==> src/hdl/mbg_pkg.sv <==
// Shared types, constants and the rounding multiply for the monomial basis generator.
package mbg_pkg;

  localparam int DEG_LIMIT = 5;
  localparam int COORD_WIDTH = 16;
  localparam int CW = COORD_WIDTH;
  localparam int FRAC = CW - 1;
  localparam int DW = $clog2(DEG_LIMIT + 1);
  localparam int TERM_W = 6;
  localparam int NCOORD = 3;
  localparam int CFG_DIMS_W = 2;
  localparam int CFG_DEG_W = 3;
  localparam int CFG_DATA_W = 3;
  localparam int CFG_IDX_W = 1;

  localparam int COORD_X = 0;
  localparam int COORD_Y = 1;
  localparam int COORD_Z = 2;

  localparam logic [CFG_IDX_W-1:0] CFG_DIMS = 1'b0;
  localparam logic [CFG_IDX_W-1:0] CFG_DEG = 1'b1;

  localparam logic [CFG_DIMS_W-1:0] DIMS_NONE = 2'd0;
  localparam logic [CFG_DIMS_W-1:0] DIMS_1 = 2'd1;
  localparam logic [CFG_DIMS_W-1:0] DIMS_2 = 2'd2;
  localparam logic [CFG_DIMS_W-1:0] DIMS_3 = 2'd3;

  localparam logic [CFG_DIMS_W-1:0] DIMS_RESET = DIMS_3;
  localparam logic [CFG_DEG_W-1:0] DEG_RESET = 3'd2;
  localparam logic [CFG_DEG_W-1:0] DEG_LIMIT_CFG = CFG_DEG_W'(DEG_LIMIT);

  typedef logic signed [CW-1:0] val_t;

  localparam val_t VAL_MAX = {1'b0, {FRAC{1'b1}}};
  localparam val_t VAL_MIN = {1'b1, {FRAC{1'b0}}};

  typedef val_t [NCOORD-1:0] coord_vec_t;
  typedef val_t [DEG_LIMIT-1:0] pw_row_t;
  typedef logic [DEG_LIMIT-1:0] ps_row_t;
  typedef val_t [DEG_LIMIT:0] bank_row_t;
  typedef logic [DEG_LIMIT:0] bank_ps_row_t;

  // one beat travelling down the power chain; pw[c][i] holds a power of coordinate c
  typedef struct packed {
    logic valid;
    coord_vec_t coord;
    pw_row_t [NCOORD-1:0] pw;
    ps_row_t [NCOORD-1:0] ps;
  } pw_beat_t;

  // finished power table of one point; entry e is the e-th power, entry 0 unused
  typedef struct packed {
    bank_row_t [NCOORD-1:0] pw;
    bank_ps_row_t [NCOORD-1:0] ps;
  } bank_t;

  typedef struct packed {
    logic valid;
    logic hx;
    logic hy;
    logic hz;
    val_t vx;
    val_t vy;
    val_t vz;
    logic sx;
    logic sy;
    logic sz;
    logic [TERM_W-1:0] k;
    logic last;
  } term_req_t;

  typedef struct packed {
    val_t val;
    logic sat;
  } rs_t;

  // Q1.F product, round to nearest (ties up), saturate
  function automatic rs_t mul_rs(val_t a, val_t b);
    logic signed [2*CW-1:0] prod;
    logic signed [2*CW:0] sum;
    logic signed [CW+1:0] q;
    rs_t r;
    prod = a * b;
    sum = {prod[2*CW-1], prod} + {{(CW+2){1'b0}}, 1'b1, {(FRAC-1){1'b0}}};
    q = sum[2*CW:FRAC];
    if (q > $signed({3'b000, {FRAC{1'b1}}})) begin
      r.val = VAL_MAX;
      r.sat = 1'b1;
    end else if (q < $signed({3'b111, {FRAC{1'b0}}})) begin
      r.val = VAL_MIN;
      r.sat = 1'b1;
    end else begin
      r.val = q[CW-1:0];
      r.sat = 1'b0;
    end
    return r;
  endfunction

endpackage

==> src/hdl/mbg_power_cell.sv <==
// One cell of the power chain: raises the newest power by one and shifts the history.
module mbg_power_cell import mbg_pkg::*; (
  input  logic     clk,
  input  logic     rst_n,
  input  pw_beat_t beat_i,
  output pw_beat_t beat_o
);

  pw_beat_t beat_nxt;
  pw_beat_t data_r;
  logic     valid_r;
  logic     valid_nxt;
  rs_t      rs [NCOORD];

  always_comb begin
    beat_nxt = beat_i;
    for (int c = 0; c < NCOORD; c++) begin
      rs[c] = mul_rs(beat_i.pw[c][DEG_LIMIT-1], beat_i.coord[c]);
      for (int i = 0; i < DEG_LIMIT - 1; i++) begin
        beat_nxt.pw[c][i] = beat_i.pw[c][i+1];
        beat_nxt.ps[c][i] = beat_i.ps[c][i+1];
      end
      beat_nxt.pw[c][DEG_LIMIT-1] = rs[c].val;
      beat_nxt.ps[c][DEG_LIMIT-1] = beat_i.ps[c][DEG_LIMIT-1] | rs[c].sat;
    end
  end

  assign valid_nxt = beat_i.valid;

  always_ff @(posedge clk) begin
    if (!rst_n) begin
      valid_r <= 1'b0;
    end else begin
      valid_r <= valid_nxt;
    end
  end

  always_ff @(posedge clk) begin
    data_r <= beat_nxt;
  end

  always_comb begin
    beat_o = data_r;
    beat_o.valid = valid_r;
  end

endmodule

==> config.mk <==
export PLATFORM = sky130hd
export DESIGN_NAME = mbg_power_cell
export DESIGN_NICKNAME = d
export VERILOG_FILES = /design/src/hdl/mbg_pkg.sv /design/src/hdl/mbg_power_cell.sv
export SDC_FILE = /design/constraint.sdc
export NUM_CORES = 2
export LEC_CHECK = 0
export ABC_AREA = 1
export BUFFER_PORTS_ARGS = -buffer_cell sky130_fd_sc_hd__buf_4
export CAP_MARGIN = 20
export CELL_PAD_IN_SITES_DETAIL_PLACEMENT = 0
export CELL_PAD_IN_SITES_GLOBAL_PLACEMENT = 1
export CORE_ASPECT_RATIO = 0.7
export CORE_MARGIN = 5
export CORE_UTILIZATION = 44
export DETAILED_ROUTE_END_ITERATION = 10
export PLACE_DENSITY_LB_ADDON = 0.1
export SLEW_MARGIN = 20
export SYNTH_ARGS = -nofsm -noshare
export SYNTH_HDL_FRONTEND = slang
export SYNTH_SLANG_ARGS = --single-unit
==> constraint.sdc <==
create_clock -name clk -period 8.1 [get_ports clk]
set_clock_uncertainty 0.05 [all_clocks]
set_input_delay 0.81 -clock clk [delete_from_list [all_inputs] [get_ports clk]]
set_output_delay 0.81 -clock clk [all_outputs]
set_load 0.01 [all_outputs]
## Word level (Yosys, flattened, before mapping)

Cells that the tools add are included.

| cells by class | value |
|---|---|
| add/sub/neg operators | 3 |
| $mul | 3 |
| magnitude comparators | 6 |
| mux-type cells | 6 |
| bitwise operators | 3 |

Operators with widths:

| cell | count |
|---|---|
| $add A32 B16 Y33 const B | 3 |
| $mul A16 B16 Y32 | 3 |
| $gt A18 B16 Y1 const B | 3 |
| $lt A18 B16 Y1 const B | 3 |
| $mux W17 | 3 |
| $mux W1 | 3 |
| $or A1 B1 Y1 | 3 |

| storage, ports and cells | value |
|---|---|
| register bits after elaboration | 304 |
| output and inout port bits | 304 |

## Longest topological paths before layout

| logic depth | value |
|---|---|
| depth in word-level cells | 6 |
| depth in mapped cells | 31 |
| gate-level depth less buffers | 28 |

## Worst setup path before layout

No wires, ideal clock.

| timing path | value |
|---|---|
| kind | input-to-reg |
| from | input port beat_i[174] in the netlist's numbering |
| to | register data_r, in the netlist beat_o[166] |
| library setup time | 0.113 ns |
| arrival time | 6.304 ns |
| setup slack | 1.632 ns |
| cell stages on the path | 26 |
| buffers on the path | 2 |
| cells stage by stage | clkbuf_1 -> nand2_1 -> inv_1 -> fa_1 -> inv_1 -> fa_1 -> inv_1 -> fa_1 -> inv_1 -> fa_1 -> inv_1 -> fa_1 -> fa_1 -> ha_1 -> inv_1 -> nor3_1 -> nand2_1 -> nor3_1 -> nand2_2 -> nand2_1 -> nand2_1 -> nand2_2 -> nand2_4 -> buf_8 -> nand2_2 -> nand2_1 |

| on the way | value |
|---|---|
| word-level cells in the longest chain between the ends | 4 |
| elaborated cells on any way between the ends | 5 |

Ends and longest elaborated chain:

| what | RTL line | source |
|---|---|---|
| from (decl) | mbg_power_cell.sv:5 | `input pw_beat_t beat_i,` |
| $mul A16 B16 Y32 (*) | mbg_pkg.sv:83 | `prod = a * b;` |
| $add A32 B16 Y33 (*) | mbg_pkg.sv:84 | `sum = {prod[2*CW-1], prod} + {{(CW+2){1'b0}}, 1'b1, {(FRAC-1){1'b0}}};` |
| $lt A18 B16 Y1 | mbg_pkg.sv:89 | `end else if (q < $signed({3'b111, {FRAC{1'b0}}})) begin` |
| $mux W17 | mbg_pkg.sv:89 |  |
| to (signal assigned) | mbg_power_cell.sv:39 | `data_r <= beat_nxt;` |
| to (decl) | mbg_power_cell.sv:10 | `pw_beat_t data_r;` |

Every way passes the cells marked *; elsewhere a longest branch is shown, timed or not.
A chain may end at the register's enable or synchronous reset.

## Worst setup path in the final report

| timing path | value |
|---|---|
| from | input port beat_i[174] in the netlist's numbering |
| to | register data_r, in the netlist beat_o[171] |

The elaborated chain is that of the path after synthesis.

==> metrics.yaml <==
start_kind: "input pin"
setup-violations-final: 0
multi_input_area_mm2: 0.02647
ys_top_cells_by_area: "fa_1, dfxtp_1, inv_1, nand2_1, ha_1"
grt_pass1_vias: 30460
synth_cells: 4665
route.detailed.drc: 0
cts_tree: "yes"
synth_top_area_share_pct: 41.64
max_freq_mhz: 151.4
slew-limit-headroom_pct: 60.23
io_pins: 610
cts_root_buffer: "clkbuf_16"
yosysWarnings: 0
min_period_ps: 6605
drive_above_1_share_pct: 12.92
drtIter0Drc: 1752
yosysTopAreaCell: "fa_1"
antenna_left: 0
core-area_mm2: 0.08648
dieWidth_um: 363.6
cts_setup_buffers: 0
initial_core_util_pct: 44.53
cp.arrival_ps: 7050
overflow: 0
worst_ep_required_time_ps: 8540
area_growth_pct: 15.43
cts_made_buffers: 31
synth-seq-area-share_pct: 15.80
period_share_pct: 81.55
die_y_um: 257.5
synth_cell_type_count: 40
tightest_slew_ps: 595.9
routed_wl_um: 107700
cts.sinks: 304
wl_per_cell_um: 17.22
postCtsHoldBufs: 0
cts-resized-gates: 0
synth-edff-count: 0
maxSlewViolCount: 0
ctsLongestPathBuffers: 3
worstSetupPathType: "in2reg"
ys.flop_type: "dfxtp_1"
rows: 90
vias_per_cell: 4.632
cp_max_fo: 17
dr.pass1.iters: 7
n_fill_cell: 8468
final-hold-violation-count: 0
dr_total_vias: 28960
place.gp.congestion: 0.8963
hp-class: "in2reg"
grt_usage_pct: 23.71
grt_pass1_wl_um: 175100
io_buffers: 558
synth_commonest_cells: "inv_1, nand2_1, fa_1"
final.setup.tns_ps: 0
yosysMostFrequentCell: "inv_1"
final_net_count: 6419
async_flop_share_pct: 0
place.detailed.hpwl_um: 90720
grt_max_degree: 18
seq_area_mm2: 0.006086
ys_seq_elements: 304
outcome: "finished clean"
cap_viol_max_count: 0
clk_pin_slew_worst_paths_ps: 70
antenna_found_initial: 2
end_kind: "flop"
synth_area_mm2: 0.03851
htree_levels: 1
dieArea_mm2: 0.09363
synth.avg_cell_area_um2: 8.255
syn-num-nets: 6006
rsz0062_at_grt: "no"
[critical path, cell delays in order]
cell and delay, ps:
buf_4 190, nand2_1 130, inv_1 90, fa_1 740
inv_1 120, fa_1 530, inv_1 310, fa_1 510
fa_1 540, fa_1 500, inv_1 50, fa_1 480
inv_1 40, ha_1 330, a21oi_1 280, a21boi_0 320
o21ai_1 120, inv_1 100, nor2_1 60, nor2_2 110
nand2_1 80, nand2_1 70, nand2_1 60, nand2_2 330
nand2_1 120
[routing by layer]
layer / wire length (µm) / up-vias / track usage (%) / part of all wire (%)
li1: - / 13880 / - / -
met1: 55890 / 14310 / 38.44 / 52
met2: 43150 / 699 / 33.50 / 40
met3: 7360 / 66 / 4.660 / 6.8
met4: 1234 / 2 / 2.663 / 1.1
met5: 13 / - / 0 / 0.012
[logic make-up (layout without fill, tap and decap cells)]
| logic type | count (synthesis) | after routing | synth area share (%) |
|---|---|---|---|
| and+or+nand+nor | 1534 | 1534 | 15.91 |
| DFF | 304 | 304 | 15.80 |
| AOI/OAI and AO/OA | 179 | 179 | 2.658 |
| buffers and inverters | 1572 | 2009 | 15.45 |
| xor gates and xnor gates | 41 | 41 | 0.9325 |
| adders and majority gates | 1035 | 1035 | 49.24 |
| other | 0 | 1 | 0 |
[state kept, by name, summed over array words and instances, names as in the netlist]
name and count:
beat_o 303, valid_r 1
[metrics by stage]
step / std cells / worst slack, ps / hold WS, ps / utilization, % / cell area, µm²
global route: 6252 / 1035 / 181.2 / 51.40 / 44450
CTS: 6252 / 1547 / 157.4 / 51.40 / 44450
global placement: 6195 / 935.8 / 864.3 / 50.22 / 43430
detailed placement: 6195 / 895.4 / 865.6 / 50.22 / 43430
floorplan: 4665 / 1632 / 787.7 / - / 38510
finish: 6253 / 1495 / 226.3 / 51.40 / 44450
[layout make-up]
type | count | share of cell area, %
Multi-Input combinational cell | 2789 | 59.56
Sequential cell | 304 | 13.69
Inverter | 1391 | 11.75
Timing Repair Buffer | 561 | 9.474
Tap cell | 1150 | 3.237
Clock buffer | 42 | 1.928
Clock inverter | 15 | 0.3603
Antenna cell | 1 | 0.005630
[final timing paths]
kind / to / startpoint / slack [ps] / depth (start not counted)
max: beat_o[171] / beat_i[174] / 1490 / 25
min: beat_o[132] / beat_i[148] / 230 / 1
[cell usage in the layout (no fill, tap or decap), drive strengths merged, types with 4 or more instances in the layout]
cell      Yosys  layout
a21boi        5       5
a21o         14      14
a21oi        85      85
buf          11     561
clkbuf      170      42
clkinv        0       7
clkinvlp      0       4
dfxtp       304     304
fa          801     801
ha          234     234
inv        1391    1393
nand2      1224    1224
nand3        76      76
nand3b       18      18
nand4         8       8
nor2        169     169
nor3         22      22
nor4          7       7
o21a          6       6
o21ai        45      45
o21bai       21      21
or2           6       6
xnor2        33      33
xor2          8       8
Power is left out: the tool's default activity adds up to more than one toggle a clock period on the data nets, which glitch-free logic cannot reach.
