===== config.mk =====
export PLATFORM = sky130hd
export DESIGN_NAME = mbg_term_seq
export DESIGN_NICKNAME = d
export VERILOG_FILES = /design/src/hdl/mbg_pkg.sv /design/src/hdl/mbg_term_seq.sv
export SDC_FILE = /design/constraint.sdc
export NUM_CORES = 1
export LEC_CHECK = 0
export ABC_CLOCK_PERIOD_IN_PS = 22400
export CAP_MARGIN = 15
export CORE_MARGIN = 8
export CORE_UTILIZATION = 50
export CTS_BUF_LIST = sky130_fd_sc_hd__clkbuf_4
export DETAILED_ROUTE_END_ITERATION = 6
export DONT_BUFFER_PORTS = 1
export PLACE_DENSITY = 0.67
export SLEW_MARGIN = 10
export SYNTH_ARGS = -nofsm -noshare
export SYNTH_HDL_FRONTEND = slang
export SYNTH_SLANG_ARGS = --single-unit

===== constraint.sdc =====
create_clock -name clk -period 22.4 [get_ports clk]
set_clock_uncertainty 0.15 [all_clocks]
set_input_delay 1.12 -clock clk [delete_from_list [all_inputs] [get_ports clk]]
set_output_delay 1.12 -clock clk [all_outputs]
set_load 0.05 [all_outputs]

===== src/hdl/mbg_pkg.sv =====
// Shared types, constants and the rounding multiply for the monomial basis generator.
package mbg_pkg;

  localparam int DEG_LIMIT = 5;
  localparam int COORD_WIDTH = 16;
  localparam int CW = COORD_WIDTH;
  localparam int FRAC = CW - 1;
  localparam int DW = $clog2(DEG_LIMIT + 1);
  localparam int TERM_W = 6;
  localparam int NCOORD = 3;
  localparam int CFG_DIMS_W = 2;
  localparam int CFG_DEG_W = 3;
  localparam int CFG_DATA_W = 3;
  localparam int CFG_IDX_W = 1;

  localparam int COORD_X = 0;
  localparam int COORD_Y = 1;
  localparam int COORD_Z = 2;

  localparam logic [CFG_IDX_W-1:0] CFG_DIMS = 1'b0;
  localparam logic [CFG_IDX_W-1:0] CFG_DEG = 1'b1;

  localparam logic [CFG_DIMS_W-1:0] DIMS_NONE = 2'd0;
  localparam logic [CFG_DIMS_W-1:0] DIMS_1 = 2'd1;
  localparam logic [CFG_DIMS_W-1:0] DIMS_2 = 2'd2;
  localparam logic [CFG_DIMS_W-1:0] DIMS_3 = 2'd3;

  localparam logic [CFG_DIMS_W-1:0] DIMS_RESET = DIMS_3;
  localparam logic [CFG_DEG_W-1:0] DEG_RESET = 3'd2;
  localparam logic [CFG_DEG_W-1:0] DEG_LIMIT_CFG = CFG_DEG_W'(DEG_LIMIT);

  typedef logic signed [CW-1:0] val_t;

  localparam val_t VAL_MAX = {1'b0, {FRAC{1'b1}}};
  localparam val_t VAL_MIN = {1'b1, {FRAC{1'b0}}};

  typedef val_t [NCOORD-1:0] coord_vec_t;
  typedef val_t [DEG_LIMIT-1:0] pw_row_t;
  typedef logic [DEG_LIMIT-1:0] ps_row_t;
  typedef val_t [DEG_LIMIT:0] bank_row_t;
  typedef logic [DEG_LIMIT:0] bank_ps_row_t;

  // one beat travelling down the power chain; pw[c][i] holds a power of coordinate c
  typedef struct packed {
    logic valid;
    coord_vec_t coord;
    pw_row_t [NCOORD-1:0] pw;
    ps_row_t [NCOORD-1:0] ps;
  } pw_beat_t;

  // finished power table of one point; entry e is the e-th power, entry 0 unused
  typedef struct packed {
    bank_row_t [NCOORD-1:0] pw;
    bank_ps_row_t [NCOORD-1:0] ps;
  } bank_t;

  typedef struct packed {
    logic valid;
    logic hx;
    logic hy;
    logic hz;
    val_t vx;
    val_t vy;
    val_t vz;
    logic sx;
    logic sy;
    logic sz;
    logic [TERM_W-1:0] k;
    logic last;
  } term_req_t;

  typedef struct packed {
    val_t val;
    logic sat;
  } rs_t;

  // Q1.F product, round to nearest (ties up), saturate
  function automatic rs_t mul_rs(val_t a, val_t b);
    logic signed [2*CW-1:0] prod;
    logic signed [2*CW:0] sum;
    logic signed [CW+1:0] q;
    rs_t r;
    prod = a * b;
    sum = {prod[2*CW-1], prod} + {{(CW+2){1'b0}}, 1'b1, {(FRAC-1){1'b0}}};
    q = sum[2*CW:FRAC];
    if (q > $signed({3'b000, {FRAC{1'b1}}})) begin
      r.val = VAL_MAX;
      r.sat = 1'b1;
    end else if (q < $signed({3'b111, {FRAC{1'b0}}})) begin
      r.val = VAL_MIN;
      r.sat = 1'b1;
    end else begin
      r.val = q[CW-1:0];
      r.sat = 1'b0;
    end
    return r;
  endfunction

endpackage


===== src/hdl/mbg_term_seq.sv =====
// Term sequencer: holds the active power table and walks the exponents in graded order.
module mbg_term_seq import mbg_pkg::*; (
  input  logic                  clk,
  input  logic                  rst_n,
  input  logic                  pend_v,
  input  bank_t                 pend_bank,
  input  logic [CFG_DIMS_W-1:0] dims_eff,
  input  logic [DW-1:0]         deg_eff,
  input  logic                  advance,
  output logic                  take,
  output term_req_t             req
);

  logic                  act_v_r, act_v_nxt;
  bank_t                 bank_r, bank_nxt;
  logic [CFG_DIMS_W-1:0] dims_r, dims_nxt;
  logic [DW-1:0]         deg_r, deg_nxt;
  logic [DW-1:0]         d_r, d_nxt;
  logic [DW-1:0]         l_r, l_nxt;
  logic [DW-1:0]         m_r, m_nxt;
  logic [TERM_W-1:0]     k_r, k_nxt;
  logic [DW-1:0]         n;
  logic                  last;
  logic                  issue;

  assign n = d_r - l_r - m_r;
  assign last = (d_r == deg_r) &&
                ((dims_r == DIMS_1) || ((l_r == '0) && ((dims_r == DIMS_2) || (m_r == '0))));
  assign issue = advance && act_v_r;
  assign take = pend_v && (!act_v_r || (issue && last));

  always_comb begin
    req.valid = act_v_r;
    req.hx = (l_r != '0);
    req.hy = (m_r != '0);
    req.hz = (n != '0);
    req.vx = bank_r.pw[COORD_X][l_r];
    req.vy = bank_r.pw[COORD_Y][m_r];
    req.vz = bank_r.pw[COORD_Z][n];
    req.sx = bank_r.ps[COORD_X][l_r];
    req.sy = bank_r.ps[COORD_Y][m_r];
    req.sz = bank_r.ps[COORD_Z][n];
    req.k = k_r;
    req.last = last;
  end

  always_comb begin
    act_v_nxt = act_v_r;
    bank_nxt = bank_r;
    dims_nxt = dims_r;
    deg_nxt = deg_r;
    d_nxt = d_r;
    l_nxt = l_r;
    m_nxt = m_r;
    k_nxt = k_r;
    if (take) begin
      act_v_nxt = 1'b1;
      bank_nxt = pend_bank;
      dims_nxt = dims_eff;
      deg_nxt = deg_eff;
      d_nxt = '0;
      l_nxt = '0;
      m_nxt = '0;
      k_nxt = '0;
    end else if (issue) begin
      k_nxt = k_r + 1'b1;
      if (last) begin
        act_v_nxt = 1'b0;
      end else begin
        // next degree opens with the pure x power
        d_nxt = d_r + 1'b1;
        l_nxt = d_r + 1'b1;
        m_nxt = '0;
        case (dims_r)
          DIMS_1: begin
          end
          DIMS_2: begin
            if (l_r != '0) begin
              d_nxt = d_r;
              l_nxt = l_r - 1'b1;
              m_nxt = m_r + 1'b1;
            end
          end
          default: begin
            if (m_r != '0) begin
              d_nxt = d_r;
              l_nxt = l_r;
              m_nxt = m_r - 1'b1;
            end else if (l_r != '0) begin
              d_nxt = d_r;
              l_nxt = l_r - 1'b1;
              m_nxt = d_r - l_r + 1'b1;
            end
          end
        endcase
      end
    end
  end

  always_ff @(posedge clk) begin
    if (!rst_n) begin
      act_v_r <= 1'b0;
      d_r <= '0;
      l_r <= '0;
      m_r <= '0;
      k_r <= '0;
      dims_r <= DIMS_RESET;
      deg_r <= '0;
    end else begin
      act_v_r <= act_v_nxt;
      d_r <= d_nxt;
      l_r <= l_nxt;
      m_r <= m_nxt;
      k_r <= k_nxt;
      dims_r <= dims_nxt;
      deg_r <= deg_nxt;
    end
  end

  always_ff @(posedge clk) begin
    bank_r <= bank_nxt;
  end

endmodule


-- After elaboration in Yosys (flattened, before gate mapping)
Index checks and enable logic that the tools add are counted.
- register bits: 327
- input port bits: 315
- output and inout bits: 63
- word-level logic and storage cells: 90
- add/subtract/negate cells: 8
- $lt $le $gt $ge: 3
- equal/unequal tests: 4
- mux-type cells: 25
- bitwise operators: 2
- reductions and logical operators: 20
- operators with widths (operator ; number):
    $bmux 16 s3 ; 3
    $mux 16 ; 3
    $mux 3 ; 7
    $pmux 3 s2 ; 3
    $lt 3x4->1 const B ; 3
    $add 3x1->3 const B ; 3
    $bmux 1 s3 ; 3
    $reduce_bool 3->1 ; 3
    $add 6x1->6 const B ; 1
    $logic_not 3->1 ; 2
    $mux 1 ; 6
    $sub 3x1->3 const B ; 2
    $sub 3x3->3 ; 2
    $logic_and 1x1->1 ; 5
    $reduce_and 2->1 ; 2
    $reduce_bool 2->1 ; 2
    $eq 3x3->1 ; 1
    $logic_or 1x1->1 ; 3
    $ne 3x1->1 const B ; 1
    $reduce_and 3->1 ; 1
    $eq 2x1->1 const B ; 1
    $eq 2x2->1 const B ; 1
    $not 1->1 ; 2
    $reduce_or 2->1 ; 1
    $logic_not 1->1 ; 1

-- Depth between registers and ports, before layout
- depth after elaboration: 10
- gate-level depth with buffers: 12
- depth with buffers taken out: 10

-- Worst setup path before layout
No wires, ideal clock.
- kind: reg-to-output
- start point: register m_r[0]
- end point: output port take
- arrival time: 15.505 ns
- required time: 21.130 ns
- path slack: 5.625 ns
- stages on the path, launching flop included: 11
- path buffers: 4
- path through: dfxtp_1 > buf_2 > buf_2 > buf_4 > buf_4 > inv_1 > ha_1 > nor2b_1 > nor3_1 > o31a_1 > nor2_1
- word-level cells in the longest chain between the ends: 8
- RTL lines (what ; RTL line ; source):
    start, declared ; mbg_term_seq.sv:20 ; logic [DW-1:0] m_r, m_nxt;
    start signal, assigned ; mbg_term_seq.sv:113 ; m_r <= m_nxt;
    $logic_not 3->1 ; mbg_term_seq.sv:28 ; ((dims_r == DIMS_1) || ((l_r == '0) && ((dims_r == DIMS_2) || (m_r == '0))));
    $logic_or 1x1->1 ; mbg_term_seq.sv:28 ;
    $logic_and 1x1->1 ; mbg_term_seq.sv:28 ;
    $logic_or 1x1->1 ; mbg_term_seq.sv:28 ;
    $logic_and 1x1->1 ; mbg_term_seq.sv:27 ; assign last = (d_r == deg_r) &&
    $logic_and 1x1->1 ; mbg_term_seq.sv:30 ; assign take = pend_v && (!act_v_r || (issue && last));
    $logic_or 1x1->1 ; mbg_term_seq.sv:30 ;
    $logic_and 1x1->1 ; mbg_term_seq.sv:30 ;
    end, declared ; mbg_term_seq.sv:10 ; output logic take,
No other way between the ends.

==> flow_summary.json <==
{
  "antenna_found_initial": 10,
  "cpMaxStageDelayCell": "dfxtp_1",
  "reg2reg_depth": 9,
  "synthXorXnorAreaFrac": 0.0108,
  "cp-start-kind": "register",
  "yosysMostFrequentCell": "edfxtp_1",
  "async_flop_share": 0,
  "end_kind": "output port",
  "powerDensity_nw_per_um2": 93.5,
  "yosys.area.top_type": "edfxtp_1",
  "yosysSeqAreaShare": 0.745,
  "grt-ovfl-total": 0,
  "drv_cap": 0,
  "cp.arrival_ns": 5.12,
  "hold_viol": 0,
  "io_buffer_count": 0,
  "area_growth_pct": 10.6,
  "synth-edff-count": 306,
  "yosys.cell_types.count": 46,
  "min_path_type": "reg2reg",
  "irDropWorstVdd_mv": 0.0648,
  "instances_no_fill": 1165,
  "p_switching_uw": 338,
  "grt_max_degree": 89,
  "synth-seq-cells": 327,
  "grt_usage": 0.183,
  "root_buffer": "clkbuf_4",
  "clk_pin_slew_ns": 0.06,
  "p_int_uw": 996,
  "syn_nets": 1026,
  "synthTopCellsByCount": "edfxtp_1, mux2i_1, inv_1",
  "yosys.area.top_type_share": 0.712,
  "path_class": "reg2out",
  "final_antenna_net_count": 0,
  "finalWirelength_um": 29300,
  "place_congestion": 0.829,
  "drt_iter0_markers": 477,
  "status": "finished clean",
  "utilization": 0.555,
  "via_count": 6635,
  "period_minus_slack_ns": 6.39,
  "period_share": 0.285,
  "cp.required_ns": 21.13,
  "clkPwrFrac": 0.358,
  "cts_repair_resize_count": 0,
  "seqPwrFrac": 0.547,
  "synth_compound_area_frac": 0.0430,
  "io_pins": 378,
  "htreeDepth": 3,
  "fin_setup_tns_ns": 0,
  "setup_viol": 0,
  "synth-simple-area-share": 0.0265,
  "slew-limit-headroom": 0.223,
  "p_total_uw": 1330,
  "ys_warn_count": 0,
  "multi_input_area_um2": 2940,
  "insertion_delay_ns": 0.67,
  "timing.critical_path.mode_cell": "inv_1",
  "post-cts-setup-buffers": 0,
  "leakage_uw": 0.00501,
  "synth_ff_type": "edfxtp_1",
  "worstMarginPinSlew_ns": 1.18,
  "path_max_fanout": 35,
  "viasPerCell": 5.70,
  "switching_share": 0.253,
  "dp_hpwl_um": 21200,
  "cts_tree": "yes",
  "cp_slowest_stage_delay_ns": 0.97,
  "initial_core_util": 0.502,
  "rows": 59,
  "drc_errors": 0,
  "grt_pass1_vias": 7062,
  "post-place-cells": 1007,
  "die_area_um2": 31200,
  "rsz0062_at_grt": "no",
  "finalMaxSlewViolations": 0,
  "synthAdderAreaFrac": 0.0147,
  "fillers": 2018,
  "drive_gt1_frac": 0.234,
  "syn_inst": 697,
  "cts.hold.buffers_added": 0,
  "comb_power_share": 0.095,
  "cts_buffers": 83,
  "fmax_mhz": 156,
  "avgSynthCellArea_um2": 18.5,
  "clock_path_buffers": 3,
  "hold_path_depth": 2,
  "grt_pass1_wl_um": 42100,
  "nets": 1086,
  "seq_area_um2": 9610,
  "synth_mux_area_frac": 0.132,
  "dr.pass1.iters": 7,
  "synth_top_family_by_area": "multiplexers",
  "coreArea_um2": 25700,
  "crit_chain": "inv_1 > fa_1 > inv_1 > fa_2 > xnor2_1 > xnor2_4 > mux4_1 > a21o_1",
  "synth_area_um2": 12900,
  "die_w_um": 177,
  "cts.sinks": 327,
  "synthTopCellsByArea": "edfxtp_1, mux4_2, mux2i_1",
  "die_h_um": 177,
  "detail_route.wl_per_cell_um": 25.1
}
kinds of logic after synthesis:
| group | Yosys count |
|---|---|
| adders and majority gates | 14 |
| AOI/OAI and AO/OA | 85 |
| and+or+nand+nor | 70 |
| buffers and inverters | 84 |
| DFF | 327 |
| xor gates and xnor gates | 12 |
| muxes | 105 |
registers in the layout, summed over array words and instances (netlist names):
signal / count
bank_r: 306
k_r: 6
d_r: 3
deg_r: 3
l_r: 3
m_r: 3
dims_r: 2
act_v_r: 1
power groups by stage:
| stage | Combinational, µW | Sequential [µW] | Clock (µW) |
|---|---|---|---|
| 2_1_floorplan | 112 | 756 | 0 |
| 3_3_place_gp | 125 | 742 | 0 |
| 3_5_place_dp | 128 | 743 | 0 |
| 4_1_cts | 128 | 730 | 497 |
| 5_1_grt | 135 | 733 | 528 |
| 6_report | 127 | 730 | 477 |
cell type report:
type	instances	area share
clock buffers	112	0.0589
repair buffers	8	0.00421
multi-input cells	286	0.206
well taps	335	0.0294
diodes	10	0.00175
clock inverters	36	0.0130
flip-flops and latches	327	0.674
inverters	51	0.0134
metal layers:
metal / vias to the layer above / part of all wire / global-route usage
met3: 63 / 0.14 / 0.110
met1: 3236 / 0.33 / 0.180
met5: - / 0.0014 / 0
met2: 386 / 0.51 / 0.307
li1: 2944 / - / -
met4: 6 / 0.025 / 0.0767
placed cells by master, fill, tap and decap left out, types with 2 or more instances in the layout:
| cell type | Yosys | layout |
|---|---|---|
| a21oi_1 | 11 | 11 |
| clkbuf_4 | 0 | 112 |
| nor2b_1 | 3 | 3 |
| clkinvlp_4 | 0 | 3 |
| edfxtp_1 | 306 | 306 |
| a211oi_1 | 2 | 2 |
| o211ai_1 | 2 | 2 |
| nand3_1 | 7 | 7 |
| clkinv_1 | 0 | 24 |
| xor2_1 | 5 | 5 |
| mux2i_1 | 53 | 53 |
| dfxtp_1 | 21 | 19 |
| diode_2 | 0 | 10 |
| nor2_1 | 14 | 13 |
| xnor2_1 | 5 | 5 |
| inv_2 | 1 | 2 |
| nor3_1 | 20 | 20 |
| nand2b_1 | 2 | 2 |
| inv_1 | 50 | 50 |
| nand2_1 | 13 | 13 |
| o21ai_1 | 5 | 5 |
| o22ai_1 | 34 | 34 |
| o21ai_0 | 5 | 5 |
| nand4b_1 | 2 | 2 |
| or3_1 | 3 | 3 |
| clkinv_2 | 0 | 6 |
| mux4_2 | 49 | 49 |
| nand4_1 | 4 | 4 |
| a21o_1 | 17 | 17 |
| mux4_1 | 2 | 2 |
| ha_1 | 12 | 11 |
| buf_4 | 6 | 8 |
| dfxtp_2 | 0 | 2 |
path summary, 6_finish.rpt:
check | slack (ns) | start | to
worst max-delay path | 16.01 | l_r[1] | req[14]
worst min-delay path | 0.35 | deg_r[1] | deg_r[1]
worst max register to register | 16.57 | l_r[1] | bank_r[232]
worst min register to register | 0.35 | deg_r[1] | deg_r[1]
worst max-delay path, delay by kind of cell (launching register included):
family	cells	cell delay, ns
muxes	1	0.68
AOI/OAI and AO/OA	1	0.37
buffers and inverters	2	0.34
adders and majority gates	2	0.96
DFF	1	0.97
xor gates and xnor gates	2	1.13
through the flow:
step                      instance area, µm²  hold slack, ns  setup WS, ns
after floorplan                        12900           0.322          5.62
after global placement                 13200           0.348         16.79
after detailed placement               13200           0.345         16.56
after CTS                              14200           0.289         15.80
after global routing                   14300           0.268         15.71
final                                  14300           0.352         16.01
Note: power is estimated with default switching activity, not from simulation.
