`config.mk`:
```
export PLATFORM = sky130hd
export DESIGN_NAME = mbg_term_pipe_flat
export DESIGN_NICKNAME = d
export VERILOG_FILES = /design/src/hdl/mbg_pkg.sv /design/src/hdl/mbg_out_if.sv /design/src/hdl/mbg_term_pipe.sv /design/src/flat_wrapper.sv
export SDC_FILE = /design/constraint.sdc
export NUM_CORES = 1
export LEC_CHECK = 0
export BUFFER_PORTS_ARGS = -buffer_cell sky130_fd_sc_hd__buf_4
export CAP_MARGIN = 20
export CORE_MARGIN = 3
export CORE_UTILIZATION = 40
export CTS_BUF_LIST = sky130_fd_sc_hd__clkbuf_4
export DETAILED_ROUTE_END_ITERATION = 10
export GPL_TIMING_DRIVEN = 0
export SYNTH_ARGS = -nofsm -noshare
export SYNTH_HDL_FRONTEND = slang
export SYNTH_SLANG_ARGS = --single-unit
```
`constraint.sdc`:
```
create_clock -name clk -period 13.8 [get_ports clk]
set_clock_uncertainty 0.1 [all_clocks]
set_input_delay 0.69 -clock clk [delete_from_list [all_inputs] [get_ports clk]]
set_output_delay 0.69 -clock clk [all_outputs]
set_load 0.02 [all_outputs]
```
`src/hdl/mbg_pkg.sv`:
```
// Shared types, constants and the rounding multiply for the monomial basis generator.
package mbg_pkg;

  localparam int DEG_LIMIT = 5;
  localparam int COORD_WIDTH = 16;
  localparam int CW = COORD_WIDTH;
  localparam int FRAC = CW - 1;
  localparam int DW = $clog2(DEG_LIMIT + 1);
  localparam int TERM_W = 6;
  localparam int NCOORD = 3;
  localparam int CFG_DIMS_W = 2;
  localparam int CFG_DEG_W = 3;
  localparam int CFG_DATA_W = 3;
  localparam int CFG_IDX_W = 1;

  localparam int COORD_X = 0;
  localparam int COORD_Y = 1;
  localparam int COORD_Z = 2;

  localparam logic [CFG_IDX_W-1:0] CFG_DIMS = 1'b0;
  localparam logic [CFG_IDX_W-1:0] CFG_DEG = 1'b1;

  localparam logic [CFG_DIMS_W-1:0] DIMS_NONE = 2'd0;
  localparam logic [CFG_DIMS_W-1:0] DIMS_1 = 2'd1;
  localparam logic [CFG_DIMS_W-1:0] DIMS_2 = 2'd2;
  localparam logic [CFG_DIMS_W-1:0] DIMS_3 = 2'd3;

  localparam logic [CFG_DIMS_W-1:0] DIMS_RESET = DIMS_3;
  localparam logic [CFG_DEG_W-1:0] DEG_RESET = 3'd2;
  localparam logic [CFG_DEG_W-1:0] DEG_LIMIT_CFG = CFG_DEG_W'(DEG_LIMIT);

  typedef logic signed [CW-1:0] val_t;

  localparam val_t VAL_MAX = {1'b0, {FRAC{1'b1}}};
  localparam val_t VAL_MIN = {1'b1, {FRAC{1'b0}}};

  typedef val_t [NCOORD-1:0] coord_vec_t;
  typedef val_t [DEG_LIMIT-1:0] pw_row_t;
  typedef logic [DEG_LIMIT-1:0] ps_row_t;
  typedef val_t [DEG_LIMIT:0] bank_row_t;
  typedef logic [DEG_LIMIT:0] bank_ps_row_t;

  // one beat travelling down the power chain; pw[c][i] holds a power of coordinate c
  typedef struct packed {
    logic valid;
    coord_vec_t coord;
    pw_row_t [NCOORD-1:0] pw;
    ps_row_t [NCOORD-1:0] ps;
  } pw_beat_t;

  // finished power table of one point; entry e is the e-th power, entry 0 unused
  typedef struct packed {
    bank_row_t [NCOORD-1:0] pw;
    bank_ps_row_t [NCOORD-1:0] ps;
  } bank_t;

  typedef struct packed {
    logic valid;
    logic hx;
    logic hy;
    logic hz;
    val_t vx;
    val_t vy;
    val_t vz;
    logic sx;
    logic sy;
    logic sz;
    logic [TERM_W-1:0] k;
    logic last;
  } term_req_t;

  typedef struct packed {
    val_t val;
    logic sat;
  } rs_t;

  // Q1.F product, round to nearest (ties up), saturate
  function automatic rs_t mul_rs(val_t a, val_t b);
    logic signed [2*CW-1:0] prod;
    logic signed [2*CW:0] sum;
    logic signed [CW+1:0] q;
    rs_t r;
    prod = a * b;
    sum = {prod[2*CW-1], prod} + {{(CW+2){1'b0}}, 1'b1, {(FRAC-1){1'b0}}};
    q = sum[2*CW:FRAC];
    if (q > $signed({3'b000, {FRAC{1'b1}}})) begin
      r.val = VAL_MAX;
      r.sat = 1'b1;
    end else if (q < $signed({3'b111, {FRAC{1'b0}}})) begin
      r.val = VAL_MIN;
      r.sat = 1'b1;
    end else begin
      r.val = q[CW-1:0];
      r.sat = 1'b0;
    end
    return r;
  endfunction

endpackage

```
`src/hdl/mbg_out_if.sv`:
```
// Term channel: valid/ready handshake carrying one monomial per beat.
interface mbg_out_if import mbg_pkg::*; ();
  logic valid;
  logic ready;
  val_t term_value;
  logic [TERM_W-1:0] term_index;
  logic last_term;
  logic saturated;

  modport source (output valid, output term_value, output term_index,
                  output last_term, output saturated, input ready);
  modport sink (input valid, input term_value, input term_index,
                input last_term, input saturated, output ready);
endinterface

```
`src/hdl/mbg_term_pipe.sv`:
```
// Term product pipeline: x*y product, then times z, into the output register.
module mbg_term_pipe import mbg_pkg::*; (
  input  logic      clk,
  input  logic      rst_n,
  input  term_req_t req,
  output logic      advance,
  mbg_out_if.source out_ch
);

  // stage 1
  logic              s1_v_r, s1_v_nxt;
  val_t              s1_a_r, s1_a_nxt;
  logic              s1_as_r, s1_as_nxt;
  logic              s1_ah_r, s1_ah_nxt;
  logic              s1_hz_r;
  val_t              s1_vz_r;
  logic              s1_sz_r;
  logic [TERM_W-1:0] s1_k_r;
  logic              s1_last_r;
  // output register
  logic              o_v_r, o_v_nxt;
  val_t              o_val_r, o_val_nxt;
  logic              o_sat_r, o_sat_nxt;
  logic [TERM_W-1:0] o_k_r;
  logic              o_last_r;
  rs_t               rxy;
  rs_t               rz;

  assign advance = !o_v_r || out_ch.ready;

  always_comb begin
    rxy = mul_rs(req.vx, req.vy);
    s1_v_nxt = req.valid;
    s1_a_nxt = VAL_MAX;
    s1_as_nxt = 1'b0;
    s1_ah_nxt = 1'b1;
    if (req.hx && req.hy) begin
      s1_a_nxt = rxy.val;
      s1_as_nxt = req.sx | req.sy | rxy.sat;
    end else if (req.hx) begin
      s1_a_nxt = req.vx;
      s1_as_nxt = req.sx;
    end else if (req.hy) begin
      s1_a_nxt = req.vy;
      s1_as_nxt = req.sy;
    end else begin
      s1_ah_nxt = 1'b0;
    end
  end

  always_comb begin
    rz = mul_rs(s1_a_r, s1_vz_r);
    o_v_nxt = s1_v_r;
    if (s1_hz_r && s1_ah_r) begin
      o_val_nxt = rz.val;
      o_sat_nxt = s1_as_r | s1_sz_r | rz.sat;
    end else if (s1_hz_r) begin
      o_val_nxt = s1_vz_r;
      o_sat_nxt = s1_sz_r;
    end else if (s1_ah_r) begin
      o_val_nxt = s1_a_r;
      o_sat_nxt = s1_as_r;
    end else begin
      // constant term: 1.0 clips to the largest code
      o_val_nxt = VAL_MAX;
      o_sat_nxt = 1'b1;
    end
  end

  always_ff @(posedge clk) begin
    if (!rst_n) begin
      s1_v_r <= 1'b0;
      o_v_r <= 1'b0;
    end else if (advance) begin
      s1_v_r <= s1_v_nxt;
      o_v_r <= o_v_nxt;
    end
  end

  always_ff @(posedge clk) begin
    if (advance) begin
      s1_a_r <= s1_a_nxt;
      s1_as_r <= s1_as_nxt;
      s1_ah_r <= s1_ah_nxt;
      s1_hz_r <= req.hz;
      s1_vz_r <= req.vz;
      s1_sz_r <= req.sz;
      s1_k_r <= req.k;
      s1_last_r <= req.last;
      o_val_r <= o_val_nxt;
      o_sat_r <= o_sat_nxt;
      o_k_r <= s1_k_r;
      o_last_r <= s1_last_r;
    end
  end

  assign out_ch.valid = o_v_r;
  assign out_ch.term_value = o_val_r;
  assign out_ch.term_index = o_k_r;
  assign out_ch.last_term = o_last_r;
  assign out_ch.saturated = o_sat_r;

endmodule
```
`src/flat_wrapper.sv`:
```
// flat-port wrapper written by rule: the top's interface ports become plain ports
module mbg_term_pipe_flat import mbg_pkg::*;
  (clk, rst_n, req, advance, out_ch_valid, out_ch_term_value, out_ch_term_index, out_ch_last_term, out_ch_saturated, out_ch_ready);
  mbg_out_if out_ch_i ();
  input  logic clk;
  input  logic rst_n;
  input  term_req_t req;
  output logic advance;
  output wire logic [$bits(out_ch_i.valid)-1:0] out_ch_valid;
  output wire logic [$bits(out_ch_i.term_value)-1:0] out_ch_term_value;
  output wire logic [$bits(out_ch_i.term_index)-1:0] out_ch_term_index;
  output wire logic [$bits(out_ch_i.last_term)-1:0] out_ch_last_term;
  output wire logic [$bits(out_ch_i.saturated)-1:0] out_ch_saturated;
  input wire logic [$bits(out_ch_i.ready)-1:0] out_ch_ready;
  assign out_ch_valid = out_ch_i.valid;
  assign out_ch_term_value = out_ch_i.term_value;
  assign out_ch_term_index = out_ch_i.term_index;
  assign out_ch_last_term = out_ch_i.last_term;
  assign out_ch_saturated = out_ch_i.saturated;
  assign out_ch_i.ready = out_ch_ready;
  mbg_term_pipe u_core (.clk(clk), .rst_n(rst_n), .req(req), .advance(advance), .out_ch(out_ch_i));
endmodule
```
## Word level (Yosys, flattened, before mapping)

Index checks and enable logic that the tools add are counted.

- Flip-flop bits (word level): 69
- Bits in latches: 0
- Bits in writable memories: 0
- ROM bits: 0
- Input bits: 65
- Word-level logic and storage cells: 48
- Memories kept: 0

- Add/sub/neg operators: 2
- Multipliers: 2
- Divide/modulo/power cells: 0
- Order comparisons: 4
- Equal/unequal tests: 0
- Shift operators: 0
- Multiplexer cells: 17
- Bitwise operators: 4
- Reductions and logical operators: 5

Operators with widths:

| operator | number |
|---|---|
| 2-to-1 mux 16 bit | 6 |
| 2-to-1 mux 17 bit | 4 |
| adder 32 x 16 -> 33 bit (second input constant) | 2 |
| multiplier 16 x 16 -> 32 bit | 2 |
| > comparator 18 x 16 -> 1 bit (second input constant) | 2 |
| less-than comparator 18 x 16 -> 1 bit (second input constant) | 2 |
| 2-to-1 mux 1 bit | 7 |
| bitwise OR 1 bit | 4 |
| logical AND 1 bit | 2 |
| OR reduction 2 bit | 1 |
| zero test 1 bit | 1 |
| logical OR 1 bit | 1 |

## Longest topological paths before layout

Gate-level depths: netlist (run 1).

- Depth in word-level cells: 7
- Mapped depth: 27
- Depth with buffers taken out: 24

## Worst setup path after synthesis (run 1)

No wires, ideal clock.

- Kind: input-to-reg
- Start point: input port req[27] (netlist name)
- End point: register u_core.s1_a_r[10] (data pin)
- Arrival time: 6.735 ns
- Data required time: 13.433 ns
- Path slack: 6.697 ns
- Stages: 25
- Path through: clkbuf_1 nand2_1 inv_1 fa_1 inv_1 fa_1 inv_1 fa_1 fa_1 fa_1 inv_1 fa_1 inv_1 ha_1 nand3_1 nor3_1 nand2_1 a221o_1 a41o_1 nand2b_1 xor2_1 or3b_1 buf_2 buf_2 o211ai_1

- Cells in the longest elaborated chain, start to end: 6

RTL lines:

| item | line | text |
|---|---|---|
| from (decl) | flat_wrapper.sv:7 | `input term_req_t req;` |
| multiplier 16 x 16 -> 32 bit (*) | mbg_pkg.sv:83 | `prod = a * b;` |
| adder 32 x 16 -> 33 bit (*) | mbg_pkg.sv:84 | `sum = {prod[2*CW-1], prod} + {{(CW+2){1'b0}}, 1'b1, {(FRAC-1){1'b0}}};` |
| less-than comparator 18 x 16 -> 1 bit | mbg_pkg.sv:89 | `end else if (q < $signed({3'b111, {FRAC{1'b0}}})) begin` |
| 2-to-1 mux 17 bit | mbg_pkg.sv:89 |  |
| 2-to-1 mux 17 bit (*) | mbg_pkg.sv:86 | `if (q > $signed({3'b000, {FRAC{1'b1}}})) begin` |
| 2-to-1 mux 16 bit (*) | mbg_term_pipe.sv:37 | `if (req.hx && req.hy) begin` |
| net u_core.s1_a_nxt[10] | mbg_term_pipe.sv:12 | `val_t s1_a_r, s1_a_nxt;` |
| to (signal assigned) | mbg_term_pipe.sv:82 | `s1_a_r <= s1_a_nxt;` |
| to (decl) | mbg_term_pipe.sv:12 |  |

The timed path passes the listed nets; every way through them passes the cells marked *.
A chain may end at the register's enable or synchronous reset.

## Worst setup path after layout (run 1)

- Start point: register u_core.s1_a_r[15]
- End point: register u_core.o_val_r[5] (netlist: u_core.out_ch.term_value[5]) (data pin)

- Cells in the longest elaborated chain, start to end: 6

RTL lines:

| item | line | text |
|---|---|---|
| multiplier 16 x 16 -> 32 bit (*) | mbg_pkg.sv:83 |  |
| adder 32 x 16 -> 33 bit (*) | mbg_pkg.sv:84 |  |
| less-than comparator 18 x 16 -> 1 bit | mbg_pkg.sv:89 |  |
| 2-to-1 mux 17 bit | mbg_pkg.sv:89 |  |
| 2-to-1 mux 17 bit (*) | mbg_pkg.sv:86 |  |
| 2-to-1 mux 16 bit (*) | mbg_term_pipe.sv:54 | `if (s1_hz_r && s1_ah_r) begin` |
| net u_core.o_val_nxt[5] | mbg_term_pipe.sv:22 | `val_t o_val_r, o_val_nxt;` |
| to (signal assigned) | mbg_term_pipe.sv:90 | `o_val_r <= o_val_nxt;` |
| to (decl) | mbg_term_pipe.sv:22 |  |

Marks and branches as above.

==> results of run 1 <==
-- kinds of logic after synthesis --
| family | share of synthesized area, % |
|---|---|
| buffers and inverters | 12.03 |
| adders and majority gates | 55.90 |
| and+or+nand+nor | 14.18 |
| AOI/OAI and AO/OA | 6.507 |
| DFF | 9.074 |
| xor gates and xnor gates | 2.047 |
| muxes | 0.2656 |
-- through the flow --
step / cell area [sq um] / hold slack, ps
2_1_floorplan: 22610 / 300.3
3_3_place_gp: 24190 / 300.7
3_5_place_dp: 24220 / 304.5
4_1_cts: 24350 / 190.8
5_1_grt: 24360 / 196.4
6_report: 24360 / 235.5
-- final cells by class --
type,instances,area share [%]
Antenna cell,2,0.02055
Buffer,95,1.551
Clock buffer,9,0.2774
Clock inverter,7,0.2568
Inverter,624,9.616
Multi-Input combinational cell,1607,73.28
Sequential cell,69,8.424
Tap cell,748,3.842
Timing Repair Buffer,86,2.733
-- flip-flops by register name, indices dropped and copies added, names as in the netlist --
signal	count
u_core.o_v_nxt	1
u_core.out_ch.last_term	1
u_core.out_ch.saturated	1
u_core.out_ch.term_index	6
u_core.out_ch.term_value	16
u_core.out_ch.valid	1
u_core.s1_a_r	16
u_core.s1_ah_r	1
u_core.s1_as_r	1
u_core.s1_hz_r	1
u_core.s1_k_r	6
u_core.s1_last_r	1
u_core.s1_sz_r	1
u_core.s1_vz_r	16
-- worst max path at each step --
stage	startpoint	to	slack [ps]	cells past startpoint
6_report	u_core.s1_a_r[15]	u_core.out_ch.term_value[5]	5340	23
5_1_grt	u_core.s1_a_r[15]	u_core.out_ch.term_value[1]	5050	23
4_1_cts	u_core.s1_a_r[15]	u_core.out_ch.term_value[1]	5380	23
3_5_place_dp	req[27]	u_core.s1_a_r[13]	5210	25
3_3_place_gp	req[27]	u_core.s1_a_r[6]	5320	25
2_1_floorplan	req[27]	u_core.s1_a_r[10]	6700	25
-- worst max-delay path, delay by kind of cell (launching register included) --
kind                     cells  cell delay [ps]
flip-flops                   1              620
AND/OR/NAND/NOR              5             1460
AO/OA/AOI/OAI                2              490
buffers and inverters        8             1630
adder cells (fa/ha/maj)      7             3620
XOR/XNOR                     1              320
-- layer usage --
metal / GRT usage (%) / vias to the layer above / routed length [microns]
li1: - / 7322 / -
met1: 28.99 / 8303 / 27350
met2: 37.85 / 487 / 31070
met3: 2.773 / 136 / 3493
met4: 8.665 / 6 / 2623
met5: 0 / - / 41
-- cell usage after synthesis (4+ instances only) --
| master | n |
|---|---|
| ha_1 | 156 |
| nand4_1 | 13 |
| a211oi_1 | 6 |
| o21ai_1 | 4 |
| a21o_1 | 10 |
| nor3_1 | 5 |
| a21oi_1 | 77 |
| nand3_1 | 13 |
| a31oi_1 | 5 |
| or3_1 | 4 |
| mux2i_1 | 6 |
| xnor2_1 | 34 |
| o21ai_0 | 37 |
| nor2_1 | 41 |
| buf_2 | 6 |
| nand2_1 | 285 |
| fa_1 | 534 |
| nor3b_1 | 4 |
| a221o_1 | 16 |
| clkbuf_1 | 85 |
| and2_1 | 237 |
| edfxtp_1 | 67 |
| nand2b_1 | 23 |
| o211ai_1 | 21 |
| xor2_1 | 17 |
| inv_1 | 624 |
==> impl_metrics.csv, run 1 <==
group,metric,value,unit
layout,finalNetCount,3247,
timing,period_minus_slack,8462,ps
synthesis,ys_seq_area_share,9.074,%
global_route,grt_max_degree,55,
critical_path,crit_path_start_kind,"flop",
routing,dr_total_vias,16254,
timing,worst_slack,5338,ps
run,drv_cap,0,
synthesis,synth_area_leaders,"fa_1 (47%), inv_1 (10%), edfxtp_1 (8.9%), ha_1 (8.6%), and2_1 (6.6%)",
layout,utilization,43.87,%
routing,drc,0,
timing,relSlewSlack,48.73,%
floorplanning,die_w,243.8,microns
critical_path,r2r_end,"u_core.out_ch.term_value[5]",
timing,period_share,61.32,%
timing,max_freq,0.1182,GHz
floorplanning,core-area,0.05552,sq mm
critical_path,arrival,8680,ps
clocking,cts.sinks,69,
routing,wl_per_cell,19.89,microns
critical_path,reg2reg_depth,23,
critical_path,critPathCaptureType,"flop",
placement,numPortBuffers,85,
placement,dp_cells,3229,
worst_hold_path,hp-class,"input port to flop",
critical_path,cp_max_fo,10,
critical_path,slowest_stage,"fa_1",
layout,final_cell_mix,"inv_1 (624), fa_1 (534), nand2_1 (285)",
timing,final_max_slew_viol_count,0,
global_route,grt_pass1_vias,18083,
layout,syn_to_final_growth,7.713,%
clocking,clock_latency,520,ps
clocking,clockBufferDepth,2,
routing,drt_iter0_markers,956,
synthesis,syn_area,0.02261,sq mm
synthesis,ys_dominant_reg_cell,"edfxtp_1",
clocking,post_cts_buffers,0,
synthesis,synth_warnings,0,
floorplanning,die_area,0.05942,sq mm
global_route,grt_pass1_wl,101900,microns
critical_path,path_cells,"clkbuf_1, nand2_1, inv_1, fa_1, inv_1, fa_1, inv_1, fa_1, fa_1, inv_1, fa_1, fa_1, inv_1, ha_1, clkbuf_1, nand4_1, or4_1, o211a_1, xnor2_1, nor2_1, nor3_4, buf_4, a221o_1",
timing,final-hold-violation-count,0,
synthesis,syn_nets,3150,
floorplanning,io_pins,91,
clocking,cts_root_buffer,"clkbuf_4",
layout,layoutNonFillerInstCount,3247,
routing,postRouteAntennaNets,0,
placement,place_hpwl,54780,microns
clocking,htree_levels,3,
global_route,grt_remaining_overflow,0,
critical_path,critPathMostFrequentCell,"fa_1",
floorplanning,rows,86,
layout,final_common_cell,"inv_1",
layout,layout-drive-gt1-share,5.286,%
clocking,post_cts_resized,0,
timing,setup_viol,0,
global_route,track_usage,22.23,%
synthesis,synth_top_area_share,47.27,%
worst_hold_path,whs_path_depth,1,
timing,fin_tns_setup,0,ps
clocking,cts_tree,"built",
timing,rsz0062_at_grt,"no",
synthesis,syn_inst,2395,
worst_hold_path,holdPathEnd,"u_core.s1_k_r[5]",
clocking,clk_pin_slew,140,ps
critical_path,critical_path_class,"flop to flop",
placement,dp_slack,5212,ps
floorplanning,fp.dieH,243.8,microns
synthesis,synth_edf_count,67,
layout,seqCellArea,0.002052,sq mm
synthesis,yosysTopAreaCell,"fa_1",
global_route,antenna_found_initial,4,
status,outcome,"complete, no violations",
timing,worst_slew_pin_slew,769.0,ps
floorplanning,start_util,40.73,%
synthesis,syn_area_per_cell,9.442,sq um
layout,multi_input_area,0.01785,sq mm
routing,drtPass1Iterations,5,
routing,drt_wl_total,64570,microns
synthesis,async_flop_share,0,%
critical_path,cp.required,14020,ps
clocking,cts_buffers,9,
critical_path,slowest_delay,750,ps
routing,viasPerCell,5.006,
layout,fillCellCount,5493,
synthesis,ys_types,69,
critical_path,rr_startpoint,"u_core.s1_a_r[15]",
clocking,ctsHoldBuffers,0,
placement,gp_congestion,0.9188,
worst_hold_path,min_from,"req[6]",
synthesis,ys_ff_latch,69,
critical_path,r2r_setup_slack,5340,ps
Power of run 1 is not shown: default switching activity piles up to over one toggle a cycle in this logic, so the estimate is an artifact.
==> run 2, diff against run 1 <==
- ABC_AREA: not set -> 1
- clock period: 13.8 -> 7.5 ns (I/O delays scaled with it)
==> impl_metrics.csv, run 2 <==
group,metric,value,unit
global_route,track_usage,22.84,%
timing,final-hold-violation-count,0,
timing,worst_slew_pin_slew,1074,ps
layout,fin_area,0.02645,sq mm
global_route,grt_remaining_overflow,0,
layout,layout-drive-gt1-share,5.331,%
routing,viasPerCell,4.859,
status,outcome,"complete, no violations",
worst_hold_path,holdPathEnd,"u_core.out_ch.valid",
synthesis,ys_ff_latch,69,
run,drv_cap,0,
routing,drtPass1Iterations,5,
synthesis,synth_warnings,0,
routing,drt_iter0_markers,1307,
global_route,antenna_found_initial,3,
placement,dp_slack,-0.8766,ps
global_route,grt_pass1_vias,20503,
routing,dr_total_vias,19535,
worst_hold_path,hp-class,"input port to flop",
timing,period_minus_slack,7229,ps
critical_path,critPathMostFrequentCell,"nand2_1",
synthesis,syn_nets,3887,
clocking,cts_root_buffer,"clkbuf_4",
clocking,clock_latency,520,ps
synthesis,syn_area,0.02443,sq mm
layout,syn_to_final_growth,8.288,%
critical_path,cp.required,7680,ps
layout,final_cell_mix,"inv_1 (909), nand2_1 (876), fa_1 (532)",
synthesis,syn_area_per_cell,7.799,sq um
clocking,cts_buffers,9,
critical_path,slowest_stage,"fa_2",
critical_path,crit_family,"adder cells",
placement,place_area,0.02588,sq mm
floorplanning,fp.dieH,253.1,microns
timing,worst_slack,270.6,ps
placement,numPortBuffers,61,
critical_path,cp_max_fo,10,
global_route,grt_pass1_wl,112100,microns
critical_path,crit_path_start_kind,"flop",
synthesis,ys_types,39,
clocking,cts.sinks,69,
timing,relSlewSlack,28.38,%
worst_hold_path,whs_path_depth,3,
worst_hold_path,min_from,"out_ch_ready",
timing,period_share,96.39,%
critical_path,arrival,7410,ps
timing,max_freq,0.1383,GHz
critical_path,critical_path_class,"flop to flop",
critical_path,r2r_end,"u_core.out_ch.term_value[7]",
clocking,clk_pin_slew,150,ps
clocking,clockBufferDepth,2,
timing,final_max_slew_viol_count,0,
critical_path,r2r_setup_slack,270,ps
clocking,htree_levels,3,
routing,wl_per_cell,17.51,microns
timing,setup_viol,0,
synthesis,synth_top_area_share,43.77,%
placement,gp_congestion,0.9476,
synthesis,ys_dominant_reg_cell,"edfxtp_1",
synthesis,synth_edf_count,67,
synthesis,synth_area_leaders,"fa_1 (44%), inv_1 (14%), nand2_1 (13%), edfxtp_1 (8.2%), ha_1 (8.0%)",
critical_path,rr_startpoint,"u_core.s1_vz_r[3]",
floorplanning,core-area,0.05969,sq mm
floorplanning,die_area,0.06406,sq mm
layout,final_common_cell,"inv_1",
floorplanning,start_util,40.92,%
floorplanning,rows,89,
synthesis,syn_inst,3132,
clocking,cts_tree,"built",
critical_path,slowest_delay,690,ps
synthesis,async_flop_share,0,%
routing,drc,0,
critical_path,crit_buf_inv,10,
synthesis,yosysMostFrequentCell,"inv_1",
floorplanning,io_pins,91,
placement,place_hpwl,59080,microns
routing,postRouteAntennaNets,0,
routing,drt_wl_total,70370,microns
critical_path,critPathCaptureType,"flop",
layout,finalNetCount,3995,
synthesis,synthTopCellsByCount,"inv_1 (912), nand2_1 (876), fa_1 (534), ha_1 (156), clkbuf_1 (126)",
global_route,grt_max_degree,46,
critical_path,crit_start,"u_core.s1_vz_r[3]",
synthesis,ys_seq_area_share,8.401,%
layout,utilization,44.31,%
critical_path,reg2reg_depth,29,
synthesis,yosysTopAreaCell,"fa_1",
floorplanning,die_w,253.1,microns
## run 2: cell count changes after synthesis, moves of 9 or more
cell	change
nor2_1	+69
inv_1	+288
nand2_2	+27
o211ai_1	-19
nand3_1	+20
o21ai_0	+32
and2_1	-235
nand2b_1	-23
nor3_1	+12
nand2_1	+591
clkbuf_1	+41
o21bai_1	+9
a221o_1	-16
xnor2_1	-18
## run 2: worst max path at each step
stage                                        end  cells after the start
global placement                  u_core.s1_as_r                     29
CTS                  u_core.out_ch.term_value[7]                     29
floorplan           u_core.out_ch.term_value[10]                     29
finish               u_core.out_ch.term_value[7]                     29
global route             u_core.out_ch.saturated                     30
detailed placement       u_core.out_ch.saturated                     27
## run 2: layer usage
| layer | part of all wire (%) | GRT usage [%] |
|---|---|---|
| met2 | 48 | 38.99 |
| met4 | 3.8 | 8.304 |
| met3 | 6.6 | 2.671 |
| met5 | 0.018 | 0 |
| met1 | 42 | 30.04 |
## run 2: tightest hold or removal path: cells and delay by family
kind | cells | cell delay [ps]
AO/OA/AOI/OAI | 1 | 170
buffers and inverters | 1 | 80
AND/OR/NAND/NOR | 1 | 70
## run 2: cells by family after synthesis
family / Yosys count / share of synthesized area (%)
xor gates and xnor gates: 35 / 1.255
AOI/OAI and AO/OA: 182 / 4.129
buffers and inverters: 1053 / 16.35
adders and majority gates: 690 / 51.76
DFF: 69 / 8.401
and+or+nand+nor: 1103 / 18.11
## run 2: final cells by class
| class | instances | area (sq um) |
|---|---|---|
| multi-input cells | 2010 | 18390 |
| fillers | 6196 | 33240 |
| clock buffers | 9 | 67.56 |
| repair buffers | 103 | 860.8 |
| clock inverters | 7 | 105.1 |
| plain buffers | 131 | 551.8 |
| diodes | 2 | 5.005 |
| flip-flops and latches | 69 | 2052 |
| well taps | 773 | 967.2 |
| inverters | 916 | 3448 |
## run 2: through the flow
| stage | hold WS [ps] | std cells | setup TNS (ps) |
|---|---|---|---|
| detailed placement | 308.8 | 3967 | -0.8766 |
| CTS | 64.84 | 4010 | 0 |
| global route | 78.94 | 4019 | -45.14 |
| floorplan | 300.3 | 3132 | 0 |
| global placement | 300.1 | 3966 | -52.90 |
| finish | 100.2 | 4020 | 0 |
## run 2: timing repair
action | CTS | global route
buffers inserted | 0 | 14
setup endpoints to repair | 4 | 16
hold endpoints to repair | 27 | 0
hold buffers | 27 | 0
pin swaps | 0 | 1
resized for setup | 2 | 32
Power of run 2 is left out for the same reason.
==> run 3, diff against run 2 <==
- CTS_CLUSTER_DIAMETER: not set -> 50
- PLACE_DENSITY: not set -> 0.56
==> impl_metrics.csv, run 3 (synthesized netlist as in run 2, its figures left out) <==
group,metric,value,unit
status,outcome,"complete, no violations",
clocking,htree_levels,3,
routing,wl_per_cell,17.93,microns
floorplanning,rows,89,
timing,period_share,95.87,%
critical_path,critical_path_class,"flop to flop",
routing,dr_total_vias,19236,
floorplanning,fp.dieH,253.1,microns
routing,drtPass1Iterations,5,
floorplanning,core-area,0.05969,sq mm
critical_path,cp.required,7630,ps
clocking,cts_tree,"built",
critical_path,arrival,7320,ps
clocking,clk_pin_slew,160,ps
worst_hold_path,hp-class,"input port to flop",
critical_path,critPathMostFrequentCell,"nand2_1",
global_route,grt_pass1_vias,20325,
floorplanning,die_w,253.1,microns
timing,max_freq,0.1391,GHz
floorplanning,die_area,0.06406,sq mm
routing,drc,0,
critical_path,critPathCaptureType,"flop",
layout,syn_to_final_growth,7.832,%
global_route,track_usage,23.45,%
layout,layoutNonFillerInstCount,4009,
timing,rsz0062_at_grt,"no",
placement,numPortBuffers,61,
layout,final_common_cell,"inv_1",
layout,layout-drive-gt1-share,5.011,%
global_route,grt_max_degree,47,
timing,worst_slew_pin_slew,974.6,ps
clocking,cts.sinks,69,
global_route,antenna_found_initial,3,
routing,drt_wl_total,71880,microns
global_route,grt_pass1_wl,114800,microns
timing,period_minus_slack,7190,ps
routing,drt_iter0_markers,1291,
layout,utilization,44.13,%
placement,dp_cells,3967,
clocking,cts_buffers,9,
floorplanning,start_util,40.92,%
critical_path,slowest_stage,"edfxtp_1",
critical_path,slowest_delay,740,ps
global_route,grt_remaining_overflow,0,
layout,final_cell_mix,"inv_1 (909), nand2_1 (876), fa_1 (531)",
timing,final_max_slew_viol_count,0,
critical_path,cp_max_fo,10,
routing,viasPerCell,4.798,
timing,setup_viol,0,
timing,relSlewSlack,35.02,%
routing,postRouteAntennaNets,0,
clocking,clockBufferDepth,2,
timing,final-hold-violation-count,0,
placement,gp_congestion,0.9407,
layout,finalNetCount,3983,
run,drv_cap,0,
placement,place_hpwl,60430,microns
clocking,cts_root_buffer,"clkbuf_4",
floorplanning,io_pins,91,
critical_path,crit_path_start_kind,"flop",
clocking,clock_latency,500,ps
[run 3: final timing paths]
check / start / endpoint / slack, ps / depth (start not counted)
worst min register to register: u_core.s1_k_r[2] / u_core.out_ch.term_index[2] / 300 / 0
worst min-delay path: out_ch_ready / u_core.out_ch.valid / 130 / 3
worst max register to register: u_core.s1_vz_r[6] / u_core.out_ch.saturated / 310 / 27
worst max-delay path: u_core.s1_vz_r[6] / u_core.out_ch.saturated / 310 / 27
[run 3: metal layers]
layer / vias up / share of wire [%] / global-route usage [%] / wire [microns]
li1: 9070 / - / - / -
met1: 9555 / 44 / 32.20 / 31380
met2: 542 / 48 / 40.34 / 34610
met3: 69 / 6.0 / 2.301 / 4306
met4: 0 / 2.2 / 5.256 / 1581
met5: - / 0 / 0 / 0
[run 3: repair_timing]
action | 4_1_cts | 5_1_grt
endpoints found under the setup margin | 13 | 16
hold buffers | 27 | 0
buffers inserted | 0 | 7
pin swaps | 0 | 0
resized for setup | 2 | 23
hold endpoints to repair | 27 | 0
[run 3: cell type report]
type,count,area (sq um)
clock inverter,7,73.82
sequential,69,2052
timing repair buffer,96,808.3
buffer,126,526.8
tap,773,967.2
multi-input combinational,2010,18390
inverter,916,3448
fill,6176,33350
antenna,3,7.507
clock buffer,9,67.56
[run 3: through the flow]
step | worst slack, ps | hold WS, ps | setup TNS [ps] | cell area [sq um]
2_1_floorplan | 1153 | 300.3 | 0 | 24430
3_3_place_gp | -160.8 | 302.1 | -1409 | 25850
3_5_place_dp | -64.71 | 305.6 | -200.7 | 25880
4_1_cts | 9.811 | 73.98 | 0 | 26300
5_1_grt | 1.138 | 125.3 | 0 | 26340
6_report | 309.6 | 128.2 | 0 | 26340
[run 3: worst max-delay path, delay by kind of cell, from the launching register on]
family,cells,cell delay [ps]
AO/OA/AOI/OAI,1,190
adder cells (fa/ha/maj),7,3390
buffers and inverters,6,1180
flip-flops,1,740
AND/OR/NAND/NOR,13,1300
Power of run 3 is left out for the same reason.
